## src/sv/swpi_pkg.sv

```systemverilog
// shared types and constants for the stack with positional insert
// no dependencies
package swpi_pkg;

  localparam int DATA_W    = 32;
  localparam int POS_W     = 5;
  localparam int FILL_W    = 5;
  localparam int DEPTH_DEF = 16;

  typedef enum logic [1:0] {
    REQ_PUSH    = 2'd0,
    REQ_POP     = 2'd1,
    REQ_INSERT  = 2'd2,
    REQ_REPLACE = 2'd3
  } req_t;

  // broadcast to every cell; ins also covers push (slot index zero)
  typedef struct packed {
    logic              ins;
    logic              pop;
    logic              rep;
    logic [DATA_W-1:0] value;
    logic [DATA_W-1:0] new_value;
  } cell_cmd_t;

endpackage

```

## src/sv/stack_with_positional_insert_unit.sv

```systemverilog
// top level of the bounded stack with positional insert and replace-all
// depends on swpi_pkg and swpi_cell
//
// usage: drive req_type, value, position and new_value with start high; a
// request word is taken at every clock edge where start is high and busy is
// low. busy is always low: the block takes one request word per cycle.
// each request gives exactly one result word (data, ok, fill_level) on the
// cycle after it was taken, marked by done for that single cycle. the
// receiver cannot stall, so results are never held back.
// throughput: 1 request per cycle, set by the row of
// cells, which all update in the same edge.
// storage is a row of DEPTH cells with the top entry in cell 0: push and
// insert shift the cells below the slot one step away from the top, pop
// shifts everything one step toward the top, replace compares in every cell.
// reset clears the fill count and done; cell contents stay undefined, and
// only cells below the fill count are ever read.
module stack_with_positional_insert_unit #(
  parameter int DEPTH = swpi_pkg::DEPTH_DEF
) (
  input  logic                          clk,
  input  logic                          rst,
  input  logic                          start,
  output logic                          busy,
  input  logic [1:0]                    req_type,
  input  logic signed [swpi_pkg::DATA_W-1:0] value,
  input  logic [swpi_pkg::POS_W-1:0]    position,
  input  logic signed [swpi_pkg::DATA_W-1:0] new_value,
  output logic                          done,
  output logic signed [swpi_pkg::DATA_W-1:0] data,
  output logic                          ok,
  output logic [swpi_pkg::FILL_W-1:0]   fill_level
);
  import swpi_pkg::*;

  localparam int CW   = $clog2(DEPTH + 1);
  localparam int CMPW = (CW > POS_W) ? CW : POS_W;
  localparam logic [CW-1:0] FULL = CW'(DEPTH);

  logic [CW-1:0]     count;
  logic [CW-1:0]     count_next;
  logic [CW-1:0]     slot;
  logic              accept;
  logic              req_ok;
  logic              is_empty;
  logic              is_full;
  logic              pos_bad;
  cell_cmd_t         cmd;
  logic [DATA_W-1:0] entries [DEPTH];
  req_t              req;

  assign busy   = 1'b0;
  assign accept = start && !busy;
  assign req    = req_t'(req_type);

  assign is_empty = (count == '0);
  assign is_full  = (count == FULL);
  // position is compared at the wider of the two widths
  assign pos_bad  = (CMPW'(position) > CMPW'(count));

  always_comb begin
    req_ok     = 1'b1;
    count_next = count;
    slot       = '0;
    cmd        = '0;
    cmd.value     = value;
    cmd.new_value = new_value;
    case (req)
      REQ_PUSH: begin
        req_ok     = !is_full;
        count_next = count + CW'(1);
        cmd.ins    = accept && req_ok;
      end
      REQ_POP: begin
        req_ok     = !is_empty;
        count_next = count - CW'(1);
        cmd.pop    = accept && req_ok;
      end
      REQ_INSERT: begin
        req_ok     = !pos_bad && !is_full;
        count_next = count + CW'(1);
        // slot counted from the top: entries below it move away from the top
        slot       = count - CW'(position);
        cmd.ins    = accept && req_ok;
      end
      REQ_REPLACE: begin
        cmd.rep = accept;
      end
      default: begin
        req_ok = 1'b0;
      end
    endcase
    if (!req_ok) begin
      count_next = count;
    end
  end

  // row of cells, each fed by its neighbors
  for (genvar i = 0; i < DEPTH; i++) begin : g_cell
    logic [DATA_W-1:0] above;
    logic [DATA_W-1:0] below;
    if (i == 0) begin : g_top
      assign above = value;
    end else begin : g_mid
      assign above = entries[i-1];
    end
    if (i == DEPTH - 1) begin : g_bot
      assign below = '0;
    end else begin : g_low
      assign below = entries[i+1];
    end
    swpi_cell #(
      .INDEX(i),
      .CW   (CW)
    ) u_cell (
      .clk       (clk),
      .cmd       (cmd),
      .slot      (slot),
      .count     (count),
      .from_above(above),
      .from_below(below),
      .entry     (entries[i])
    );
  end

  // fill count and result strobe
  always_ff @(posedge clk) begin
    if (rst) begin
      count <= '0;
      done  <= 1'b0;
    end else begin
      done <= accept;
      if (accept) begin
        count <= count_next;
      end
    end
  end

  // result word; fill level shows the count modulo 2**FILL_W
  always_ff @(posedge clk) begin
    if (accept) begin
      ok         <= req_ok;
      data       <= (cmd.pop) ? entries[0] : '0;
      fill_level <= FILL_W'(CMPW'(count_next));
    end
  end

  // count never passes the depth
  a_count_bound: assert property (@(posedge clk) disable iff (rst)
    count <= FULL)
    else $error("fill count above depth");

  // a refused request leaves the count alone
  a_fail_hold: assert property (@(posedge clk) disable iff (rst)
    accept && !req_ok |=> count == $past(count))
    else $error("count moved on a refused request");

  // a result strobe follows in the cycle after every accepted request
  a_done: assert property (@(posedge clk) disable iff (rst)
    accept |=> done)
    else $error("missing result strobe");

  // a successful pop takes exactly one entry
  a_pop_count: assert property (@(posedge clk) disable iff (rst)
    cmd.pop |=> count == $past(count) - CW'(1))
    else $error("pop did not drop the count by one");

endmodule

```

## src/sv/swpi_cell.sv

```systemverilog
// one storage cell of the shifting stack; cell 0 holds the top entry
// depends on swpi_pkg
module swpi_cell #(
  parameter int INDEX = 0,
  parameter int CW    = 5
) (
  input  logic                      clk,
  input  swpi_pkg::cell_cmd_t       cmd,
  input  logic [CW-1:0]             slot,
  input  logic [CW-1:0]             count,
  input  logic [swpi_pkg::DATA_W-1:0] from_above,
  input  logic [swpi_pkg::DATA_W-1:0] from_below,
  output logic [swpi_pkg::DATA_W-1:0] entry
);
  import swpi_pkg::*;

  localparam logic [CW-1:0] IDX = CW'(INDEX);

  always_ff @(posedge clk) begin
    if (cmd.ins) begin
      // cells deeper than the slot move one step away from the top
      if (IDX > slot) begin
        entry <= from_above;
      end else if (IDX == slot) begin
        entry <= cmd.value;
      end
    end else if (cmd.pop) begin
      entry <= from_below;
    end else if (cmd.rep && (IDX < count) && (entry == cmd.value)) begin
      entry <= cmd.new_value;
    end
  end

endmodule

```

## config.mk

```make
export PLATFORM = sky130hd
export DESIGN_NAME = stack_with_positional_insert_unit
export DESIGN_NICKNAME = d
export VERILOG_FILES = /design/src/sv/swpi_pkg.sv /design/src/sv/stack_with_positional_insert_unit.sv /design/src/sv/swpi_cell.sv
export SDC_FILE = /design/constraint.sdc
export NUM_CORES = 2
export LEC_CHECK = 0
export BUFFER_PORTS_ARGS = -buffer_cell sky130_fd_sc_hd__buf_2
export CORE_UTILIZATION = 35
export DETAILED_ROUTE_END_ITERATION = 8
export PLACE_DENSITY_LB_ADDON = 0.2
export SETUP_SLACK_MARGIN = 0.1
export SKIP_CTS_REPAIR_TIMING = 1
export SLEW_MARGIN = 20
export SYNTH_ARGS = -nofsm -noshare
export SYNTH_HDL_FRONTEND = slang
export SYNTH_SLANG_ARGS = --single-unit
```

## constraint.sdc

```tcl
create_clock -name clk -period 7.35 [get_ports clk]
set_input_delay 1.8375 -clock clk [delete_from_list [all_inputs] [get_ports clk]]
set_output_delay 1.8375 -clock clk [all_outputs]
set_load 0.02 [all_outputs]
```

==> flow_summary_export.csv <==
group,metric,value,unit
outcome,outcome,"complete, no violations",
pwr,p_comb_share,20.2,%
timing,tightest_slew,1.23,ns
timing,fin_crit_sh,71.1,%
drt,wl_per_cell,36.5,um
synth,ys_seq_area_share,46.8,%
clock_tree,clockRootBuffer,"clkbuf_16",
place,place_hpwl,121000,um
clock_tree,clk_pin_slew,0.06,ns
die,core_area,0.100,mm^2
drt,route.detailed.drc,0,
setup_path,path_buf_inv,2,
clock_tree,cts_tree,"yes",
timing,drv_slew,0,
setup_path,path_class,"in2reg",
layout,area_growth,12.7,%
timing,fmax,191,MHz
setup_path,critPathLaunchType,"input port",
die,die_h,321,um
synth,synth_area,0.0356,mm^2
setup_path,cp.required,7.62,ns
setup_path,path_common_cell,"nand4_1",
die,row_count,116,
run,drv_cap,0,
global_routing,grt_util_all_layers,33.6,%
drt,drt_wl_total,177000,um
place,portBuffers,112,
timing,rsz0062_at_grt,"false",
global_routing,grt.overflow.total,0,
layout,final_nets,3532,
global_routing,grt_pass1_wl,244000,um
synth,synth.distinct_cells,62,
drt,drt_iter0_markers,5618,
clock_tree,clock_sinks,556,
global_routing,grt_max_degree,178,
min_path,hp-class,"reg2reg",
synth,synth.net_count,3634,
global_routing,grt_pass1_vias,30200,
setup_path,reg2reg_slack,2.18,ns
clock_tree,clock_latency,0.65,ns
drt,antenna_left,0,
timing,slew-limit-headroom,17.7,%
synth,ys_ff_latch,556,
setup_path,arrival,5.50,ns
setup_path,worstSetupEndpointType,"register",
die,ios,114,
pwr,pwr-share-clk,37.2,%
global_routing,met1_usage,45.8,%
pwr,vdd_drop_max,0.168,mV
timing,fin_crit,5.23,ns
pwr,p_sw_share,32.2,%
min_path,hp-start,"g_cell[0].u_cell.entry[27]",
setup_path,crit_path_top_delay_cell,"a2111oi_0",
clock_tree,clock_path_buffers,3,
layout,post_route_cells_drive_above_1_share,12.5,%
setup_path,cp_top_family,"simple AND/OR/NAND/NOR gates",
clock_tree,cts-htree-levels,3,
pwr,p_per_area,239,mW/mm^2
drt,vias_per_cell,6.80,
setup_path,r2r_end,"g_cell[1].u_cell.entry[28]",
place,detailed_place.area,0.0378,mm^2
timing,setup_tns,0,ns
synth,synth-edff-count,550,
drt,vias,33000,
place,place.gp.congestion,0.983,
global_routing,met2_usage,47.1,%
die,die-area,0.103,mm^2
layout,final_area,0.0401,mm^2
setup_path,reg2reg_from,"count[0]",
pwr,power_frac_seq,42.6,%
timing,skew,0.0353,ns
global_routing,antenna_found_initial,2,
pwr,p_leak,13.0,nW
global_routing,gr-usage-met3,10.6,%
synth,yosysWarnings,0,
pwr,p_int,0.00649,W
setup_path,r2r_cells,9,
setup_path,cp_max_fo,32,
min_path,hold_depth,1,
synth,async_reset_ff_share,0,%
min_path,whs_endpoint,"data[27]",
die,die_w,321,um
die,start_util,35.4,%
drt,first_pass_iters,7,
setup_path,path_cells,"buf_2 -> xor2_1 -> nor4_1 -> nand4_1 -> a2111oi_0 -> nand4_1 -> a32oi_4 -> buf_4",
synth,synthFlopType,"edfxtp_1",
clock_tree,numCtsBuffers,69,
timing,setup_violations,0,
timing,holdWs,0.619,ns
synth,syn_inst,3550,
pwr,p_switching,0.00309,W
setup_path,cpPeakStageDelay,0.76,ns
synth,syn-mean-instance-area,10.0,um^2
timing,hold_viol_final,0,
global_routing,busiest_layer,"met2",
==> flip-flops by register name, summed over array words and instances (netlist names) <==
name and flops:
fill_level 5, g_cell.u_cell.entry 512, data 32, done 1, ok 1, count 5
==> cell usage in the layout, fill, tap and decap left out, types with 14 or more instances in the layout <==
cell type,count
edfxtp_1,550
a21oi_1,458
a221oi_1,322
nor3_1,268
xnor2_1,260
xor2_1,256
nand2_1,178
buf_4,156
a211oi_1,133
nor4_1,112
buf_2,112
nand4_1,79
nor2_1,72
clkbuf_16,71
a31oi_1,67
mux2i_1,64
o21ai_0,36
and2_1,34
a221o_1,32
nor2b_1,25
clkinv_1,16
clkbuf_1,16
nand3_1,14
==> layout make-up <==
class	count	area, um^2
fillers	9931	60300
clock inverters	34	413
flip-flops and latches	556	16600
well taps	1357	1700
repair buffers	279	1960
multi-input cells	2530	17500
diodes	5	12.5
clock buffers	87	1840
inverters	12	45.0
==> cell families after synthesis <==
| logic type | share of synthesized area, % |
|---|---|
| DFF | 46.8 |
| xor gates and xnor gates | 12.7 |
| buffers and inverters | 5.35 |
| adders and majority gates | 0.373 |
| AOI/OAI and AO/OA | 21.2 |
| and+or+nand+nor | 11.7 |
| muxes | 1.86 |
| other | 0.0105 |
==> worst max-delay path by stage <==
stage                startpoint                          end  cells past startpoint
global route           count[0]  g_cell[11].u_cell.entry[23]                     11
detailed placement     value[9]   g_cell[8].u_cell.entry[24]                      9
floorplan           position[0]   g_cell[10].u_cell.entry[0]                      9
CTS                    count[0]   g_cell[1].u_cell.entry[29]                      9
finish                 value[9]   g_cell[15].u_cell.entry[7]                      8
global placement    position[0]    g_cell[9].u_cell.entry[3]                     10
==> stage by stage <==
step	std cells	util [%]	total power, W	worst slack [ns]
after floorplan	3550	-	0.00517	1.32
after global placement	4729	37.5	0.00596	1.44
after detailed placement	4733	37.6	0.00598	1.63
after CTS	4854	39.9	0.00949	2.22
after global routing	4855	39.9	0.00978	2.03
final	4860	39.9	0.00958	2.12
==> power groups by stage <==
stage | Clock (W) | Sequential (W) | Combinational [W]
2_1_floorplan | 0 | 0.00402 | 0.00116
3_3_place_gp | 0 | 0.00413 | 0.00183
3_5_place_dp | 0 | 0.00413 | 0.00185
4_1_cts | 0.00357 | 0.00406 | 0.00186
5_1_grt | 0.00368 | 0.00409 | 0.00202
6_report | 0.00357 | 0.00408 | 0.00193
==> Yosys cell counts, types with 32 or more instances <==
cell type | instances | area (um^2)
a221oi_1 | 322 | 2820
and2_1 | 34 | 213
a211oi_1 | 133 | 998
buf_2 | 101 | 505
nor4_1 | 112 | 701
a31oi_1 | 71 | 444
a21oi_1 | 468 | 2340
nor3_1 | 268 | 1340
xnor2_1 | 260 | 2280
o21ai_0 | 37 | 185
nand2_1 | 178 | 668
nor2_1 | 86 | 323
nor2b_1 | 36 | 225
buf_1 | 48 | 180
xor2_1 | 256 | 2240
edfxtp_1 | 550 | 16500
a221o_1 | 32 | 320
mux2i_1 | 64 | 641
nand4_1 | 79 | 494
clkbuf_1 | 298 | 1120
==> metal layers <==
metal | share of wire (%) | wire length [um]
met4 | 6.1 | 10800
met2 | 41 | 72500
met1 | 39 | 69500
met5 | 0.0039 | 7
met3 | 14 | 24800
No activity file was read; power rests on OpenSTA's default activity.
